==> config.mk <==
export PLATFORM = sky130hd
export DESIGN_NAME = variable_edge_bin_search
export DESIGN_NICKNAME = d
export VERILOG_FILES = /design/src/rtl/vebs_pkg.sv /design/src/rtl/vebs_edge_mem.sv /design/src/rtl/vebs_ctrl.sv /design/src/rtl/variable_edge_bin_search.sv
export SDC_FILE = /design/constraint.sdc
export NUM_CORES = 2
export LEC_CHECK = 0
export BUFFER_PORTS_ARGS = -buffer_cell sky130_fd_sc_hd__buf_2
export CAP_MARGIN = 20
export CORE_UTILIZATION = 35
export DETAILED_ROUTE_END_ITERATION = 10
export GPL_TIMING_DRIVEN = 1
export PLACE_DENSITY = 0.6
export SYNTH_ARGS = -nofsm -noshare
export SYNTH_HDL_FRONTEND = slang
export SYNTH_HIERARCHICAL = 1
export SYNTH_SLANG_ARGS = --single-unit
==> constraint.sdc <==
create_clock -name aclk -period 15.3 [get_ports aclk]
set_input_delay 2.295 -clock aclk [delete_from_list [all_inputs] [get_ports aclk]]
set_output_delay 2.295 -clock aclk [all_outputs]
set_load 0.02 [all_outputs]
==> src/rtl/vebs_pkg.sv <==
// Package for the variable-edge bin search block.
// Holds the command and status codes, the sequencer states and the result record.
// Has no dependencies; the sequencer and the top level refer to it by scoped names.
package vebs_pkg;

    typedef enum logic [1:0] {
        CMD_CLEAR  = 2'd0,
        CMD_APPEND = 2'd1,
        CMD_LOOKUP = 2'd2
    } cmd_t;

    typedef enum logic [2:0] {
        STAT_OK             = 3'd0,
        STAT_NOT_INCREASING = 3'd1,
        STAT_FULL           = 3'd2,
        STAT_TOO_FEW        = 3'd3,
        STAT_OUT_OF_RANGE   = 3'd4
    } status_t;

    typedef enum logic [3:0] {
        ST_IDLE,
        ST_APPEND_RD,
        ST_APPEND_CMP,
        ST_APPEND_WR,
        ST_FIRST_RD,
        ST_FIRST_CMP,
        ST_LAST_RD,
        ST_LAST_CMP,
        ST_MID_RD,
        ST_MID_CMP,
        ST_DONE
    } state_t;

    localparam int BIN_W   = 6;
    localparam int COUNT_W = 7;

    typedef struct packed {
        logic [BIN_W-1:0]   bin_index;
        logic               found;
        status_t            status;
        logic [COUNT_W-1:0] edges_held;
    } result_t;

endpackage

==> src/rtl/vebs_edge_mem.sv <==
// Edge table storage: a single-port-write, single-port-read memory.
// The read data is registered; no reset is applied to the contents.
// Depends on nothing else in the project.
module vebs_edge_mem #(
    parameter int DEPTH = 64,
    parameter int WIDTH = 32,
    parameter int AW    = 6
) (
    input  logic             aclk,
    input  logic             we,
    input  logic [AW-1:0]    waddr,
    input  logic [WIDTH-1:0] wdata,
    input  logic [AW-1:0]    raddr,
    output logic [WIDTH-1:0] rdata
);

    logic [WIDTH-1:0] mem [DEPTH];
    logic [WIDTH-1:0] rdata_reg;

    always_ff @(posedge aclk) begin
        if (we) begin
            mem[waddr] <= wdata;
        end
        rdata_reg <= mem[raddr];
    end

    assign rdata = rdata_reg;

endmodule

==> src/rtl/vebs_ctrl.sv <==
// Sequencer for the bin search: dispatches commands, drives the edge memory
// and runs the binary search through one shared key comparator.
// Depends on vebs_pkg.
module vebs_ctrl #(
    parameter int MAX_EDGES  = 64,
    parameter int VALUE_BITS = 32,
    parameter int AW         = 6,
    parameter int CW         = 7
) (
    input  logic                  aclk,
    input  logic                  aresetn,
    input  logic                  in_valid,
    output logic                  in_ready,
    input  logic [1:0]            in_command,
    input  logic [31:0]           in_value,
    output logic                  res_valid,
    input  logic                  res_ready,
    output vebs_pkg::result_t     res,
    output logic                  mem_we,
    output logic [AW-1:0]         mem_waddr,
    output logic [VALUE_BITS-1:0] mem_wdata,
    output logic [AW-1:0]         mem_raddr,
    input  logic [VALUE_BITS-1:0] mem_rdata
);

    vebs_pkg::state_t         state_reg, state_next;
    vebs_pkg::status_t        status_reg, status_next;
    logic [VALUE_BITS-1:0]    key_reg, key_next;
    logic [CW-1:0]            count_reg, count_next;
    logic [AW-1:0]            lo_reg, lo_next;
    logic [AW-1:0]            hi_reg, hi_next;
    logic [AW-1:0]            bin_reg, bin_next;
    logic                     found_reg, found_next;

    logic [VALUE_BITS+31:0]   value_wide;
    logic [VALUE_BITS-1:0]    in_key;
    logic [CW-1:0]            count_m1;
    logic [AW:0]              mid_sum;
    logic [AW-1:0]            mid;
    logic [AW-1:0]            new_lo;
    logic [AW-1:0]            new_hi;
    logic [AW:0]              span;
    logic                     key_lt;
    logic                     key_eq;
    logic                     key_gt;
    logic [CW+vebs_pkg::COUNT_W-1:0] count_wide;
    logic [AW+vebs_pkg::BIN_W-1:0]   bin_wide;

    // Keys are offset binary (sign bit inverted) so that an unsigned compare
    // orders them as the signed values.
    assign value_wide = {{VALUE_BITS{in_value[31]}}, in_value};
    assign in_key     = {~value_wide[VALUE_BITS-1], value_wide[VALUE_BITS-2:0]};

    // The one comparator, shared by the append check and every compare step of a lookup.
    assign key_lt = key_reg < mem_rdata;
    assign key_eq = key_reg == mem_rdata;
    assign key_gt = !key_lt && !key_eq;

    assign count_m1 = count_reg - CW'(1);
    assign mid_sum  = {1'b0, lo_reg} + {1'b0, hi_reg};
    assign mid      = mid_sum[AW:1];
    assign new_lo   = key_lt ? lo_reg : mid;
    assign new_hi   = key_lt ? mid : hi_reg;
    assign span     = {1'b0, new_hi} - {1'b0, new_lo};

    assign count_wide = {{vebs_pkg::COUNT_W{1'b0}}, count_reg};
    assign bin_wide   = {{vebs_pkg::BIN_W{1'b0}}, bin_reg};

    always_ff @(posedge aclk) begin
        if (!aresetn) begin
            state_reg <= vebs_pkg::ST_IDLE;
            count_reg <= '0;
        end else begin
            state_reg <= state_next;
            count_reg <= count_next;
        end
    end

    always_ff @(posedge aclk) begin
        status_reg <= status_next;
        key_reg    <= key_next;
        lo_reg     <= lo_next;
        hi_reg     <= hi_next;
        bin_reg    <= bin_next;
        found_reg  <= found_next;
    end

    always_comb begin
        state_next  = state_reg;
        status_next = status_reg;
        key_next    = key_reg;
        count_next  = count_reg;
        lo_next     = lo_reg;
        hi_next     = hi_reg;
        bin_next    = bin_reg;
        found_next  = found_reg;
        in_ready    = 1'b0;
        res_valid   = 1'b0;
        mem_we      = 1'b0;
        mem_waddr   = count_reg[AW-1:0];
        mem_wdata   = key_reg;
        mem_raddr   = count_m1[AW-1:0];

        case (state_reg)
            vebs_pkg::ST_IDLE: begin
                in_ready = 1'b1;
                if (in_valid) begin
                    key_next    = in_key;
                    status_next = vebs_pkg::STAT_OK;
                    found_next  = 1'b0;
                    bin_next    = '0;
                    case (vebs_pkg::cmd_t'(in_command))
                        vebs_pkg::CMD_CLEAR: begin
                            count_next = '0;
                            state_next = vebs_pkg::ST_DONE;
                        end
                        vebs_pkg::CMD_APPEND: begin
                            if (count_reg == CW'(MAX_EDGES)) begin
                                status_next = vebs_pkg::STAT_FULL;
                                state_next  = vebs_pkg::ST_DONE;
                            end else if (count_reg == '0) begin
                                state_next = vebs_pkg::ST_APPEND_WR;
                            end else begin
                                state_next = vebs_pkg::ST_APPEND_RD;
                            end
                        end
                        vebs_pkg::CMD_LOOKUP: begin
                            if (count_reg < CW'(2)) begin
                                status_next = vebs_pkg::STAT_TOO_FEW;
                                state_next  = vebs_pkg::ST_DONE;
                            end else begin
                                state_next = vebs_pkg::ST_FIRST_RD;
                            end
                        end
                        default: begin
                            state_next = vebs_pkg::ST_DONE;
                        end
                    endcase
                end
            end
            vebs_pkg::ST_APPEND_RD: begin
                state_next = vebs_pkg::ST_APPEND_CMP;
            end
            vebs_pkg::ST_APPEND_CMP: begin
                if (key_gt) begin
                    state_next = vebs_pkg::ST_APPEND_WR;
                end else begin
                    status_next = vebs_pkg::STAT_NOT_INCREASING;
                    state_next  = vebs_pkg::ST_DONE;
                end
            end
            vebs_pkg::ST_APPEND_WR: begin
                mem_we     = 1'b1;
                count_next = count_reg + CW'(1);
                state_next = vebs_pkg::ST_DONE;
            end
            vebs_pkg::ST_FIRST_RD: begin
                mem_raddr  = '0;
                state_next = vebs_pkg::ST_FIRST_CMP;
            end
            vebs_pkg::ST_FIRST_CMP: begin
                if (key_lt) begin
                    status_next = vebs_pkg::STAT_OUT_OF_RANGE;
                    state_next  = vebs_pkg::ST_DONE;
                end else begin
                    state_next = vebs_pkg::ST_LAST_RD;
                end
            end
            vebs_pkg::ST_LAST_RD: begin
                state_next = vebs_pkg::ST_LAST_CMP;
            end
            vebs_pkg::ST_LAST_CMP: begin
                if (!key_lt) begin
                    status_next = vebs_pkg::STAT_OUT_OF_RANGE;
                    state_next  = vebs_pkg::ST_DONE;
                end else begin
                    // The key now lies between the first and the last edge.
                    lo_next = '0;
                    hi_next = count_m1[AW-1:0];
                    if (count_reg > CW'(2)) begin
                        state_next = vebs_pkg::ST_MID_RD;
                    end else begin
                        found_next = 1'b1;
                        state_next = vebs_pkg::ST_DONE;
                    end
                end
            end
            vebs_pkg::ST_MID_RD: begin
                mem_raddr  = mid;
                state_next = vebs_pkg::ST_MID_CMP;
            end
            vebs_pkg::ST_MID_CMP: begin
                lo_next = new_lo;
                hi_next = new_hi;
                if (|span[AW:1]) begin
                    state_next = vebs_pkg::ST_MID_RD;
                end else begin
                    bin_next   = new_lo;
                    found_next = 1'b1;
                    state_next = vebs_pkg::ST_DONE;
                end
            end
            vebs_pkg::ST_DONE: begin
                res_valid = 1'b1;
                if (res_ready) begin
                    state_next = vebs_pkg::ST_IDLE;
                end
            end
            default: begin
                state_next = vebs_pkg::ST_IDLE;
            end
        endcase
    end

    always_comb begin
        res.bin_index  = bin_wide[vebs_pkg::BIN_W-1:0];
        res.found      = found_reg;
        res.status     = status_reg;
        res.edges_held = count_wide[vebs_pkg::COUNT_W-1:0];
    end

endmodule

==> src/rtl/variable_edge_bin_search.sv <==
// Variable-edge bin search: keeps strictly increasing bin edges and bins values.
// Clear, an unused command, an append to a full table and a lookup with fewer than two
// entries go straight to the result; an append compares against the last edge unless the table
// is empty, then writes; a lookup checks the first edge, then the last, then halves the range.
// A new command is taken only once the sequencer is idle again.
// Synchronous active-low reset empties the table; edge contents are not cleared.
module variable_edge_bin_search #(
    parameter int MAX_EDGES  = 64,
    parameter int VALUE_BITS = 32
) (
    input  logic        aclk,
    input  logic        aresetn,
    input  logic        s_valid,
    output logic        s_ready,
    input  logic [1:0]  s_command,
    input  logic signed [31:0] s_value,
    output logic        m_valid,
    input  logic        m_ready,
    output logic [5:0]  m_bin_index,
    output logic        m_found,
    output logic [2:0]  m_status,
    output logic [6:0]  m_edges_held
);

    localparam int AW = $clog2(MAX_EDGES);
    localparam int CW = $clog2(MAX_EDGES + 1);

    logic                  mem_we;
    logic [AW-1:0]         mem_waddr;
    logic [VALUE_BITS-1:0] mem_wdata;
    logic [AW-1:0]         mem_raddr;
    logic [VALUE_BITS-1:0] mem_rdata;
    logic                  res_valid;
    logic                  res_ready;
    vebs_pkg::result_t     res;

    logic                  m_valid_reg, m_valid_next;
    vebs_pkg::result_t     out_reg, out_next;

    vebs_edge_mem #(
        .DEPTH (MAX_EDGES),
        .WIDTH (VALUE_BITS),
        .AW    (AW)
    ) u_mem (
        .aclk  (aclk),
        .we    (mem_we),
        .waddr (mem_waddr),
        .wdata (mem_wdata),
        .raddr (mem_raddr),
        .rdata (mem_rdata)
    );

    vebs_ctrl #(
        .MAX_EDGES  (MAX_EDGES),
        .VALUE_BITS (VALUE_BITS),
        .AW         (AW),
        .CW         (CW)
    ) u_ctrl (
        .aclk       (aclk),
        .aresetn    (aresetn),
        .in_valid   (s_valid),
        .in_ready   (s_ready),
        .in_command (s_command),
        .in_value   (s_value),
        .res_valid  (res_valid),
        .res_ready  (res_ready),
        .res        (res),
        .mem_we     (mem_we),
        .mem_waddr  (mem_waddr),
        .mem_wdata  (mem_wdata),
        .mem_raddr  (mem_raddr),
        .mem_rdata  (mem_rdata)
    );

    // Output register: the sequencer may take a new transaction while a result waits.
    assign res_ready = !m_valid_reg || m_ready;

    always_comb begin
        m_valid_next = m_valid_reg;
        out_next     = out_reg;
        if (m_valid_reg && m_ready) begin
            m_valid_next = 1'b0;
        end
        if (res_valid && res_ready) begin
            m_valid_next = 1'b1;
            out_next     = res;
        end
    end

    always_ff @(posedge aclk) begin
        if (!aresetn) begin
            m_valid_reg <= 1'b0;
        end else begin
            m_valid_reg <= m_valid_next;
        end
    end

    always_ff @(posedge aclk) begin
        out_reg <= out_next;
    end

    assign m_valid      = m_valid_reg;
    assign m_bin_index  = out_reg.bin_index;
    assign m_found      = out_reg.found;
    assign m_status     = out_reg.status;
    assign m_edges_held = out_reg.edges_held;

endmodule
Word-level counts from Yosys, hierarchy flattened:

Memories as Yosys holds them, arrays and structs flattened. A register that Yosys moved wholly into a read port is not among the register bits.
Cells that the tools add are included.

* bits in registers: 83
* RAM bits: 2048
* bits of input ports: 38
* output and inout bits: 19
* logic and storage cells: 114
* memories kept: 1

* add/subtract/negate cells: 4
* magnitude comparators: 3
* eq/ne operators: 23
* mux-type cells: 45
* bitwise logic cells: 1
* reduce and logical (&&, ||, !) cells: 24

Memories
* u_mem.mem: words 64, width 32, rd ports 1, clocked after memory_dff 1, write ports 1, line vebs_edge_mem.sv:17 `logic [WIDTH-1:0] mem [DEPTH];`

Operators by type and width (count)
* $pmux W6 S2: 4
* $pmux W4 S11: 1
* $mux W6: 6
* $eq A32 B32 Y1: 1
* $lt A32 B32 Y1: 1
* $mux W4: 7
* $eq A4 B3 Y1 const B: 4
* $mux W7: 2
* $ne A2 B2 Y1 const B: 7
* $pmux W7 S2: 1
* $eq A4 B4 Y1 const B: 3
* $mux W3: 4
* $pmux W3 S4: 1
* $mux W1: 11
* $mux W2: 5
* $reduce_and A5 Y1: 2
* $eq A4 B2 Y1 const B: 2
* $pmux W4 S2: 1
* $reduce_bool A2 Y1: 4
* $add A6 B6 Y7: 1
* $add A7 B1 Y7 const B: 1
* $eq A7 B7 Y1 const B: 1
* $gt A7 B2 Y1 const B: 1
* $logic_not A7 Y1: 1
* 20 further kinds: 28

Depth between registers and ports, before layout:

* word-level depth: 6
* depth in mapped cells: 19
* mapped depth without buffers: 18

Hierarchy:

The synthesis kept the hierarchy.

Modules (own cells, without submodules)
* vebs_edge_mem: instances 1, cells each 3324, area an instance 78515.3 sq um, sequential area each 62139.6 sq um
* vebs_ctrl: instances 1, cells each 445, area an instance 4341.7 sq um, sequential area each 1841.8 sq um
* variable_edge_bin_search: instances 1, cells each 22, area an instance 568.0 sq um, sequential area each 530.5 sq um

Least setup slack after synthesis:

No wires, ideal clock.

* path type: reg-to-reg
* from: reg u_ctrl.key_reg[14], in the netlist u_ctrl/mem_wdata[14]
* to: reg u_ctrl.bin_reg[0], enable pin
* library setup time: 0.318 ns
* data arrival time: 5.006 ns
* slack: 9.976 ns
* stages on the path, launching flop included: 18
* clock period less this slack: 5.324 ns
* path through: edfxtp_1 ha_1 a21oi_1 nand2_1 a221o_1 o311a_2 nor2_2 buf_6 mux2_1 fa_1 a21o_1 a21oi_1 mux2i_1 o41ai_1 a211oi_1 nor3_1 nand2_1 nand2_1

* word-level cells in the longest chain between the ends: 6
* elaborated cells on any way between the ends: 7
* classes of those cells: add/sub: 1; order compare: 1; eq/ne: 1; mux: 2; reduce/logical: 2

Ends and longest elaborated chain
* start, declared: line vebs_ctrl.sv:28 `logic [VALUE_BITS-1:0] key_reg, key_next;`
* start signal, assigned: line vebs_ctrl.sv:81 `key_reg <= key_next;`
* $lt A32 B32 Y1 (*): line vebs_ctrl.sv:55 `assign key_lt = key_reg < mem_rdata;`
* $mux W6, on equally long branches: line vebs_ctrl.sv:63, vebs_ctrl.sv:62
* $sub A6 B6 Y7 (*): line vebs_ctrl.sv:64 `assign span = {1'b0, new_hi} - {1'b0, new_lo};`
* $reduce_or A6 Y1 (*): line vebs_ctrl.sv:195 `if (|span[AW:1]) begin`
* $ne A2 B2 Y1 (no line) (*)
* $reduce_and A3 Y1 (no line) (*)
* end signal, assigned: line vebs_ctrl.sv:84 `bin_reg <= bin_next;`
* end, declared: line vebs_ctrl.sv:32 `logic [AW-1:0] bin_reg, bin_next;`

Every way passes the cells marked *; elsewhere a longest branch is shown, timed or not.
A chain may end at the register's enable or synchronous reset.

Final worst setup path:

* from: reg u_ctrl.count_reg[1]
* to: reg u_mem.rdata_reg[10], in the netlist u_mem/rdata[10] (read register of u_mem.mem)

* word-level cells in the longest chain between the ends: 2

Ends and longest elaborated chain
* start, declared: line vebs_ctrl.sv:29 `logic [CW-1:0] count_reg, count_next;`
* start signal, assigned: line vebs_ctrl.sv:75 `count_reg <= count_next;`
* $sub A6 B1 Y6: line vebs_ctrl.sv:59 `assign count_m1 = count_reg - CW'(1);`
* $pmux W6 S2: line vebs_ctrl.sv:104 `case (state_reg)`
* named net mem_raddr[1]: line variable_edge_bin_search.sv:31 `logic [AW-1:0] mem_raddr;`
* end, declared: line vebs_edge_mem.sv:18 `logic [WIDTH-1:0] rdata_reg;`

The timed path passes the listed nets, and every way through them passes these cells.

==> impl_results.md <==
- Layout cells sized above 1: 0.269
- Core footprint: about 240000 um2
- Max reg flops: ~2k
- Post-synthesis instance total: between 3k and 4k
- Post-CTS Setup Bufs: 0
- Vias in the first global route: between 40k and 50k
- Tmin final: around 6.7 ns
- Leak: about 30 nW
- Via density: about 5.6
- Total grt overflow: 0
- Layout overhead on the synthesized area: 13.9%
- EDFF count, synth: approximately 2.1k
- FF+latch count, synth: about 2.2k
- Worst VDD drop: roughly 150 uV
- Max-cap viol count: 0
- Number of hold buffers added after CTS: 0
- WL per Instance: 30.7 um
- H-tree levels: 4
- Syn Area/Cell: 22.0 um2
- CP endpoint kind: flip-flop
- DRT iter0 DRCs: between 5k and 6k
- Largest net degree at the start of global routing: approximately 100
- Final wirelength: 226000 um
- Antenna violations before repair: 12
- Crit Path Class: reg -> reg
- Worst hold slack: between 0.4 and 0.5 ns
- Post-synthesis cell area: about 83000 um2
- GPL Wtd Cong: ~0.85
- Hold Crit Class: reg -> reg
- Clock transition at path regs: around 0.070 ns
- Pins Over Slew Limit: 0
- Detail Route Antenna Nets: 0
- # nets final: around 4.1k
- Vias: approximately 41k
- Gates resized, CTS repair: 0
- Setup crit end: u_mem/rdata[10]$_DFF_P_
- Horiz. Die Dim: between 400 and 500 um
- Port Buffers: 56
- Worst rel slew slack: 0.221
- Root buf cell: clkbuf_16
- Yosys warnings: 6
- Skew final: approximately 0.06 ns
- Synth top area share: 0.763
- Final HPWL DP: around 120000 um
- Worst slack, placed: 8.60 ns
- Largest area contributor in the netlist: edfxtp_1
- Worst-skew pair later-pin latency: 0.86 ns
- R2R Path End: u_mem/rdata[10]$_DFF_P_
- Critical Path AT: ~7.4 ns
- Synth async-reset ratio: 0
- Die span in y: 490 um
- Distinct cells, synth: a little over 70
- IO Pins: 57
- Synth top area cells: edfxtp_1, mux4_2, mux2i_1
- Worst Setup Start Kind: flip-flop
- Worst slew pin tran: 1.17 ns
- CP startpoint: u_ctrl/count_reg[1]$_SDFFE_PN0P_
- Critical Path RT: about 16 ns
- Critical path fanouts, max: 54
- Status: finished clean
- First-pass DRT Iterations: 6
- F_max: between 100 and 150 MHz
- CTS tree: built
- Setup TNS: 0 ns
- Total die area: 240000 um2
- Primary FF master, synth: edfxtp_1
- Setup Viol. Count Final: 0
- CTS Buffer Depth: 3
- Drc violations: 0
- Pwr per Cell Area: roughly 180 nW/um2
- Clock Sink Count: 2163
- Internal reg-to-reg setup slack: around 8.6 ns
- Register area share after synthesis: 0.773
- Final period util: 0.438
- Finished Core Util: 0.403
- Gr usage total: 0.185
- Row count: approximately 180
- RSZ-0062 raised after global routing: no
- Total chip power: approximately 17 mW
- Initial Util: 0.353
- Hold Fails Final Rpt: 0
- Worst R2R Path Depth: 13
- Mapped Nets: 3879
- Setup slack after layout: 8.60 ns
- Global-route wire length before repair: about 320000 um
- CTS buffer count: ~210
- Worst r2r src: u_ctrl/count_reg[1]$_SDFFE_PN0P_
[worst min-delay path by stage]
stage,startpoint,end,cells past startpoint
after floorplan,u_ctrl/bin_reg[0]$_DFFE_PP_,m_bin_index[0]$_DFFE_PP_,0
after global placement,u_ctrl/bin_reg[4]$_DFFE_PP_,m_bin_index[4]$_DFFE_PP_,0
after detailed placement,u_ctrl/bin_reg[4]$_DFFE_PP_,m_bin_index[4]$_DFFE_PP_,0
after CTS,u_ctrl/bin_reg[1]$_DFFE_PP_,m_bin_index[1]$_DFFE_PP_,0
after global routing,u_ctrl/status_reg[1]$_DFFE_PP_,m_status[1]$_DFFE_PP_,0
final,u_ctrl/bin_reg[1]$_DFFE_PP_,m_bin_index[1]$_DFFE_PP_,0
[cell type report]
class | instances | area [um2]
flip-flops and latches | 2163 | 64500
inverters | 53 | 199
repair buffers | 202 | 1430
multi-input cells | 1373 | 18300
clock inverters | 124 | 1070
diodes | 6 | 15.0
fillers | 20600 | 141000
clock buffers | 271 | 5600
well taps | 3150 | 3940
[logic make-up after synthesis]
family	count (synthesis)	synth area share
AO/OA/AOI/OAI	308	0.0238
XOR/XNOR	16	0.00168
adder cells (fa/ha/maj)	50	0.00768
buffers and inverters	255	0.0144
flip-flops	2163	0.773
multiplexers	649	0.160
AND/OR/NAND/NOR	350	0.0196
[synth_stat cells, types with 6 or more instances]
library cell  count
edfxtp_1       2119
mux4_2          544
nor2_1          174
a21oi_1         101
mux2i_1         100
o22ai_1          88
clkbuf_1         85
buf_2            57
nand2_1          57
inv_1            53
ha_1             48
dfxtp_1          44
buf_4            33
o221ai_1         27
buf_1            21
nor2b_1          19
o21ai_0          19
nand3_1          18
a22oi_1          16
nor3_1           14
nand2b_1         12
nand4_1          10
a311oi_1          9
xor2_1            9
xnor2_1           7
a211oi_1          6
and3_1            6
buf_6             6
or3_1             6
[stage by stage]
step / std cells / cell area (um2)
after floorplan: 3791 / 83400
after global placement: 6939 / 88300
after detailed placement: 6939 / 88300
after CTS: 7334 / 95000
after global routing: 7338 / 95000
final: 7342 / 95000
[layout by cell type, fill, tap and decap left out, drive strengths merged, types with 63 or more instances in the layout]
cell type,Yosys,routed
mux2i,100,100
o22ai,88,88
clkinv,0,100
inv,53,63
buf,117,202
clkbuf,85,271
mux4,544,544
nor2,175,175
edfxtp,2119,2119
a21oi,101,101
[worst max-delay path, stage by stage, from the launching register on]
cell and delay [ns]:
dfxtp_1 0.89, inv_1 0.13, ha_1 0.40, o21ai_0 0.20
nand2_1 0.12, o21ai_4 0.10, buf_4 0.72, buf_4 0.73
buf_4 0.82, buf_4 0.70, mux4_2 0.40, mux4_2 0.53
o22ai_1 0.47, nor2_1 0.13
[where the power goes]
part           switching (mW)  internal, mW  leakage [nW]
combinational            3.30          2.02          7.71
sequential             0.0542          6.95          19.4
clock                    2.25          2.77          3.25
total                    5.61          11.7          30.4
[per-layer routing]
| metal | GRT usage | wire length (um) | up-vias |
|---|---|---|---|
| li1 | - | - | 16400 |
| met1 | 0.263 | 93100 | 22600 |
| met2 | 0.290 | 106000 | 2060 |
| met3 | 0.0394 | 22100 | 283 |
| met4 | 0.0443 | 4790 | 4 |
| met5 | 0 | 27 | - |
No activity file was read; power rests on OpenSTA's default activity.
